### config.mk
export PLATFORM = sky130hd
export DESIGN_NAME = cde_cell
export DESIGN_NICKNAME = d
export VERILOG_FILES = /design/src/design/cde_pkg.sv /design/src/design/cde_cell.sv
export SDC_FILE = /design/constraint.sdc
export NUM_CORES = 1
export LEC_CHECK = 0
export ABC_AREA = 1
export BUFFER_PORTS_ARGS = -buffer_cell sky130_fd_sc_hd__buf_2
export CAP_MARGIN = 0
export CORE_AREA = 3 3 84 86
export CTS_BUF_LIST = sky130_fd_sc_hd__clkbuf_16
export DETAILED_ROUTE_END_ITERATION = 8
export DIE_AREA = 0 0 87 89
export PLACE_DENSITY_LB_ADDON = 0.15
export SETUP_SLACK_MARGIN = 0.02
export SYNTH_ARGS = -nofsm -noshare
export SYNTH_HDL_FRONTEND = slang
export SYNTH_SLANG_ARGS = --single-unit
### constraint.sdc
create_clock -name clk -period 2 [get_ports clk]
set_clock_uncertainty 0.1 [all_clocks]
set_input_delay 0.1 -clock clk [delete_from_list [all_inputs] [get_ports clk]]
set_output_delay 0.1 -clock clk [all_outputs]
set_load 0.01 [all_outputs]
### src/design/cde_pkg.sv
package cde_pkg;

  localparam int DEPTH       = 64;
  localparam int VALUE_WIDTH = 32;
  localparam int CNT_W       = $clog2(DEPTH + 1);
  localparam int CAP_W       = 7;
  localparam int OP_W        = 3;
  localparam int STATUS_W    = 2;

  localparam logic [CAP_W-1:0] CAP_RESET  = CAP_W'(5);
  localparam logic             GROW_RESET = 1'b1;

  // Configuration register indexes.
  localparam logic REG_CAPACITY_LIMIT = 1'b0;
  localparam logic REG_GROW_ENABLE    = 1'b1;

  typedef enum logic [OP_W-1:0] {
    OP_PUSH_FRONT = 3'd0,
    OP_PUSH_BACK  = 3'd1,
    OP_POP_FRONT  = 3'd2,
    OP_POP_BACK   = 3'd3,
    OP_PEEK_FRONT = 3'd4,
    OP_PEEK_BACK  = 3'd5
  } opcode_t;

  typedef enum logic [STATUS_W-1:0] {
    ST_OK    = 2'd0,
    ST_FULL  = 2'd1,
    ST_EMPTY = 2'd2
  } status_t;

  // Per-cycle command broadcast to every cell of the row.
  typedef struct packed {
    logic add_front;
    logic add_back;
    logic take_front;
    logic take_back;
  } ctl_t;

endpackage

### src/design/cde_cell.sv
module cde_cell (
  input  logic                            clk,
  input  logic                            rst,
  input  cde_pkg::ctl_t                   ctl,
  input  logic [cde_pkg::VALUE_WIDTH-1:0] new_value,
  input  logic [cde_pkg::VALUE_WIDTH-1:0] prev_val,
  input  logic                            prev_occ,
  input  logic [cde_pkg::VALUE_WIDTH-1:0] next_val,
  input  logic                            next_occ,
  output logic [cde_pkg::VALUE_WIDTH-1:0] val,
  output logic                            occ,
  output logic [cde_pkg::VALUE_WIDTH-1:0] back_tap
);

  logic [cde_pkg::VALUE_WIDTH-1:0] val_next;
  logic                            occ_next;

  // Occupancy is a thermometer code: a push shifts it toward the back,
  // a pop shifts it toward the front.
  always_comb begin
    occ_next = occ;
    if (ctl.add_front || ctl.add_back) begin
      occ_next = prev_occ;
    end else if (ctl.take_front || ctl.take_back) begin
      occ_next = next_occ;
    end
  end

  always_comb begin
    val_next = val;
    if (ctl.add_front) begin
      val_next = prev_val;
    end else if (ctl.add_back && prev_occ && !occ) begin
      val_next = new_value;
    end else if (ctl.take_front) begin
      val_next = next_val;
    end
  end

  always_ff @(posedge clk) begin
    if (rst) begin
      occ <= 1'b0;
    end else begin
      occ <= occ_next;
    end
  end

  always_ff @(posedge clk) begin
    val <= val_next;
  end

  // The last occupied cell offers its value for the back of the queue.
  assign back_tap = (occ && !next_occ) ? val : '0;

endmodule

After elaboration in Yosys (flattened, before gate mapping). Cells that the tools add are included.

Multiplexer cells: 6. Reduce and logical (&&, ||, !) cells: 9.

Operator list (count): $mux W32 (4); $logic_and A1 B1 Y1 (3); $reduce_bool A3 Y1 (1); $logic_not A1 Y1 (2); $logic_or A1 B1 Y1 (2); $mux W1 (2); $reduce_bool A2 Y1 (1).

Word-level logic and storage cells: 17. Register bits: 33. Output and inout bits: 65. Input bits: 104.

Logic depth before layout (Yosys ltp). Gate-level depths: netlist of the first run.

Depth after elaboration: 4. Mapped depth: 6. Depth with buffers taken out: 5.

Least setup slack after synthesis of the first run. OpenSTA, ideal clock, no wires.

Path type: reg2reg. Start point: register occ. End point: register val[0] in the netlist's numbering (enable). Library setup time: 389 ps. Path buffers: 1. Path slack: 65 ps. Required time: 1511 ps. Cell stages (with the launch flop): 5. Period minus slack after synthesis: 1935 ps. Arrival: 1446 ps. Cell sequence: dfxtp_1 inv_2 nand3_1 buf_2 nand2_1.

Longest elaborated chain between the ends: 3.

RTL lines: from (decl) (line cde_cell.sv:11) `output logic occ,`; from (signal assigned) (line cde_cell.sv:44) `occ <= occ_next;`; $logic_not A1 Y1 (line cde_cell.sv:33) `end else if (ctl.add_back && prev_occ && !occ) begin`; $logic_and A1 B1 Y1 (line cde_cell.sv:33); $reduce_bool A3 Y1 (no source line); to (signal assigned) (line cde_cell.sv:49) `val <= val_next;`; to (decl) (line cde_cell.sv:10) `output logic [cde_pkg::VALUE_WIDTH-1:0] val,`.

Every way passes these cells. A chain may end at the register's enable or synchronous reset.

Worst setup path after layout of the first run.
Start point: register occ. End point: output port back_tap[14] in the netlist's numbering.

Longest elaborated chain between the ends: 2.

RTL lines: $logic_and A1 B1 Y1 (line cde_cell.sv:53) `assign back_tap = (occ && !next_occ) ? val : '0;`; $mux W32 (line cde_cell.sv:53); to (decl) (line cde_cell.sv:12) `output logic [cde_pkg::VALUE_WIDTH-1:0] back_tap`.

Every way passes these cells.

==> results of run 1 <==
-- area by class of cell --
cell class                      instances  area [sq um]
Fill cell                             617          2790
Timing Repair Buffer                  198          1120
Sequential cell                        33           981
Multi-Input combinational cell        208           853
Inverter                              100           375
Clock buffer                            5           125
Tap cell                               77          96.3
Clock inverter                          3          11.3
-- cell usage after synthesis --
cell type / instances / area [sq um]
nor2_1: 28 / 105
or2_1: 1 / 6.26
inv_1: 99 / 372
nand2_1: 134 / 503
edfxtp_1: 32 / 961
clkbuf_1: 3 / 11.3
nor2_2: 11 / 68.8
buf_6: 3 / 33.8
dfxtp_1: 1 / 20.0
nand3_1: 34 / 170
inv_2: 1 / 3.75
buf_2: 11 / 55.1
-- layer usage --
metal / track usage / share of wire / vias to the layer above
met5: 0 / 0 / -
met4: 0.0496 / 0.012 / 0
met3: 0.0350 / 0.077 / 7
met2: 0.335 / 0.51 / 109
met1: 0.203 / 0.40 / 1129
li1: - / - / 1399
-- worst reg2reg max path, stage by stage (launching register included) --
cell	delay, ps
dfxtp_1	330
inv_2	70
nand3_1	90
buf_4	210
nand2_1	90
buf_4	260
-- path summary, 6_finish.rpt --
check | end | cells after the start
max | back_tap[14] | 5
min | val[28] | 3
max reg2reg | val[12] | 5
min reg2reg | occ | 4
-- stage by stage --
stage / power [mW] / instance area (sq um) / hold slack (ps)
global placement: 1.38 / 3210 / 241
CTS: 2.15 / 3560 / 0.167
finish: 2.12 / 3560 / 4.77
global route: 2.25 / 3560 / 22.5
floorplan: 1.16 / 2310 / 149
detailed placement: 1.39 / 3210 / 242
-- kinds of logic (layout without fill, tap and decap cells) --
logic type / after synthesis / in the layout / synth area share
DFF: 33 / 33 / 0.425
buffers and inverters: 117 / 306 / 0.206
and+or+nand+nor: 208 / 208 / 0.369
-- power groups by stage --
| stage | clock, mW | combinational (mW) | sequential, mW |
|---|---|---|---|
| after floorplan | 0 | 0.225 | 0.932 |
| after global placement | 0 | 0.484 | 0.898 |
| after detailed placement | 0 | 0.490 | 0.899 |
| after CTS | 0.738 | 0.524 | 0.887 |
| after global routing | 0.765 | 0.589 | 0.895 |
| final | 0.712 | 0.519 | 0.886 |
-- registers in the layout (all words and copies together) (netlist names) --
register,flops
val,32
occ,1
==> summary.md, run 1 <==
| Metric | Value |
|---|---|
| Outcome | completed |
| Post-Layout Cell Count | 624 |
| RR Startpoint | occ |
| PD cells | 595 nW/um^2 |
| Num CTS Buffers | 5 |
| Worst slew margin | 0.309 |
| Core Footprint | 6350 sq um |
| Wire length per cell | 11.2 um |
| Reg clk slew, reported paths | 50 ps |
| GRT Overall Usage | 0.178 |
| Setup ws final | 436 ps |
| Net Switching | 0.581 mW |
| Ratio of cells with drive above 1 in the final layout | 0.355 |
| Worst path cell trace | inv_2 > or2_1 > buf_4 > nor2_1 > buf_2 |
| Final RePlAce weighted congestion | 0.773 |
| Slowest CP cell | dfxtp_1 |
| 1st-pass router iterations | 4 |
| Die area | 7740 sq um |
| CTS resizes | 0 |
| Htree depth | 2 |
| Setup CP Type | register to output pin |
| Maximum vdd drop | 0.326 mV |
| CTS max path bufs | 2 |
| DRT Wirelength | 7010 um |
| DP HPWL | 5200 um |
| Crit. Startpoint | occ |
| Worst hold start | prev_val[28] |
| Average size of a mapped cell | 6.45 sq um |
| Largest net degree at the start of global routing | 35 |
| Most frequent cells in the layout | buf_2 (168), nand2_1 (134), inv_1 (102), nand3_1 (34), edfxtp_1 (32) |
| Final net count | 650 |
| Switching Fraction | 0.275 |
| Via count | 2644 |
| Post-route setup TNS | 0 ps |
| FMAX | 0.639 GHz |
| DRC viols | 0 |
| Post-Syn Instances | 358 |
| CP max FO | 13 |
| Sequential share of power | 0.418 |
| Initial antenna violation count | 0 |
| First-pass GRT wire length | 10800 um |
| Sequential cell area fraction in the yosys report | 0.425 |
| Synth Register Bits | 33 |
| Fin util | 0.561 |
| DRT iter0 DRCs | 61 |
| Commonest non-fill, non-tap cell in the layout | buf_2 |
| Vias in the first global route | 2377 |
| Min Clock Period, post-route | 1560 ps |
| Post-synth net total | 462 |
| Slew @ Worst Pin | 1040 ps |
| Row Count | 29 |
| Internal Power | 1.54 mW |
| Cells after DPL | 595 |
| Final hold vios | 0 |
| Clock power share | 0.336 |
| Flop-to-flop setup slack | 520 ps |
| Vias per cell | 4.24 |
| Family with the most delay on the worst path | buffers and inverters |
| RSZ-0062 raised after global routing | false |
| Die W | 87 um |
| Netlist cell types | 12 |
| CTS tree | yes |
| Kind of end point of the critical path | output pin |
| CP required | 1800 ps |
| Count of clock tree sinks | 33 |
| Layout area overhead | 54.2% |
| DP Worst Slack | 495 ps |
| Fin crit share | 0.782 |
| Endpoints failing setup | 0 |
| ANT cells | 0 |
| Yosys Warn Count | 0 |
| Initial Util | 0.364 |
| Post-CTS Setup Inserts | 0 |
| Static leakage | 2.29 nW |
| Insertion delay to the later sink of the worst-skew pair | 270 ps |
| Synthesized cell area | 2310 sq um |
| Port Buffer Count | 168 |
| Critical path arrival | 1360 ps |
| Ports | 169 |
| CP max stage delay | 370 ps |
| Buf+Inv Stages, Crit Path | 3 |
| Total global routing overflow | 0 |
| Post-route antenna net violation count | 0 |
| CTS Hold Bufs | 21 |
| Slew Viols, Final | 0 |
| Root buffer cell | clkbuf_16 |
| Die height | 89 um |
| Hold/Removal Path Class | input pin to register |
| # Max-Cap Violations | 0 |
| Worst setup SP type | register |
| Comb power frac | 0.245 |
Note: power is estimated with default switching activity, not from simulation.
==> run 2, diff against run 1 <==
- clock period: 2 -> 1.31 ns (I/O delays scaled with it)
==> run 2 against run 1 <==
The flow now finishes with violations (negative setup slack). Combinational power grew 130%. Sequential power is 53% higher. Count of clock-buffer cells in the layout unchanged. Final area increased by 29%. First-iteration DRC count grew 39%. Core utilization rose by 16 points. Sequential share of layout area down 6.2 points.
==> summary.md, run 2 (same netlist as run 1, synthesis figures left out) <==
| Metric | Value |
|---|---|
| Kind of end point of the critical path | output pin |
| Worst setup SP type | register |
| # Max-Cap Violations | 0 (unchanged) |
| Post-route antenna net violation count | 0 (unchanged) |
| RSZ-0062 raised after global routing | true |
| Vias in the first global route | 2798 (+18%) |
| Die W | 87 um (unchanged) |
| Post-Layout Cell Count | 663 (+6.3%) |
| Largest regs | val (32), occ (1) |
| CTS max path bufs | 2 (unchanged) |
| Final hold vios | 0 (unchanged) |
| Largest register by flop count | val |
| Maximum vdd drop | 0.663 mV (+100%) |
| Slew Viols, Final | 0 (unchanged) |
| Number of fill cells | 540 (-12%) |
| Die area | 7740 sq um (unchanged) |
| Layout area overhead | 99.2% |
| Final RePlAce weighted congestion | 0.816 (+5.6%) |
| CP max FO | 16 (+3) |
| Root buffer cell | clkbuf_16 |
| Endpoints failing setup | 96 (+96) |
| Ratio of cells with drive above 1 in the final layout | 0.481 (+0.127) |
| Most frequent cells in the layout | buf_2 (153), nand2_1 (108), inv_1 (99), dlygate4sd3_1 (33), edfxtp_1 (32) |
| Port Buffer Count | 168 (unchanged) |
| Post-route setup TNS | -10720 ps (-10720 ps) |
| Setup CP Type | register to output pin |
| Insertion delay to the later sink of the worst-skew pair | 270 ps (about the same) |
| Static leakage | 2.64 nW (+15%) |
| Largest net degree at the start of global routing | 24 (-31%) |
| Critical path arrival | 1340 ps (-20 ps) |
| DRT iter0 DRCs | 85 (+39%) |
| Reg clk slew, reported paths | 60 ps (about the same) |
| Outcome | finished with violations |
| Total global routing overflow | 0 (unchanged) |
| Initial Util | 0.364 (unchanged) |
| Fin util | 0.725 (+0.164) |
| Worst slew margin | 0.782 (+0.473) |
| Slew @ Worst Pin | 326 ps (-709 ps) |
| Initial antenna violation count | 0 (unchanged) |
| Setup ws final | -191 ps (-627 ps) |
| Commonest non-fill, non-tap cell in the layout | buf_2 |
| 1st-pass router iterations | 4 (unchanged) |
| Failing checks | negative setup slack |
| Min Clock Period, post-route | 1500 ps |
| Hold/Removal Path Class | input pin to register |
| Row Count | 29 (unchanged) |
| Vias per cell | 4.48 (+5.8%) |
| First-pass GRT wire length | 13200 um (+23%) |
| Num CTS Buffers | 5 (unchanged) |
| ANT cells | 0 (unchanged) |
| Ports | 169 (unchanged) |
| Register area | 982 sq um (+0.13%) |
| Cells after DPL | 597 (+0.34%) |
| Wire length per cell | 13.5 um (+20%) |
| DP HPWL | 5200 um (about the same) |
| Die height | 89 um (unchanged) |
| FMAX | 0.666 GHz |
| Overall Power | 3.65 mW (+72%) |
| Core Footprint | 6350 sq um (unchanged) |
| Via count | 2973 (+12%) |
| Max reg flops | 32 (unchanged) |
| DRC viols | 0 (unchanged) |
| Count of clock tree sinks | 33 (unchanged) |
| GRT Overall Usage | 0.222 (+0.0441) |
| Htree depth | 2 (unchanged) |
| Cell Area, Placed | 3290 sq um (+2.3%) |
| Fin crit share | 1.15 |
| DRT Wirelength | 8930 um (+27%) |
| Final instance area | 4600 sq um (+29%) |
| CTS tree | yes |
| Area of the multi-input gates | 1220 sq um (+43%) |
| PD cells | 793 nW/um^2 (+33%) |
| Final net count | 689 (+6.0%) |
| CP required | 1140 ps (-660 ps) |
==> run 2: timing repair <==
action | 4_1_cts | 5_1_grt
endpoints found under the setup margin | 96 | 96
resized for setup | 40 | 77
pin swaps | 14 | 11
gates cloned | 11 | 0
hold buffers | 33 | 0
hold endpoints to repair | 33 | 0
buffers inserted | 11 | 5
==> run 2: layout make-up <==
cell class | instances | area share
Inverter | 100 | 0.0816
Clock inverter | 3 | 0.00272
Timing Repair Buffer | 234 | 0.389
Tap cell | 77 | 0.0209
Sequential cell | 33 | 0.213
Clock buffer | 5 | 0.0272
Multi-Input combinational cell | 211 | 0.265
==> run 2: layer usage <==
metal	up-vias	GRT usage	wire [um]
met5	-	0	0
met4	0	0.0637	145
met1	1333	0.259	3330
met2	133	0.418	4800
li1	1493	-	-
met3	14	0.0332	643
==> run 2: power by group <==
group	internal [mW]	total, mW	switching (mW)	leakage [nW]
Sequential	1.30	1.36	0.0602	0.342
Combinational	0.599	1.19	0.594	2.23
Clock	0.687	1.10	0.413	0.0687
==> run 2: per-stage QoR <==
stage | worst slack (ps) | hold slack, ps
2_1_floorplan | 42.9 | 115
3_3_place_gp | 25.8 | 208
3_5_place_dp | -35.8 | 214
4_1_cts | -185 | 35.4
5_1_grt | -254 | 81.9
6_report | -191 | 36.5
==> run 2: path summary, 6_finish.rpt <==
path	start	end	slack, ps	depth (start not counted)
worst max register to register	occ	val[25]	-150	8
worst max-delay path	occ	back_tap[16]	-190	5
worst min-delay path	next_occ	occ	40	5
worst min register to register	occ	occ	680	6
==> run 2: worst max-delay path: stages, from the launching register on <==
cell     delay (ps)
dfxtp_2         340
inv_2            40
or2_4           280
buf_12          180
nor2_1           80
buf_2           130
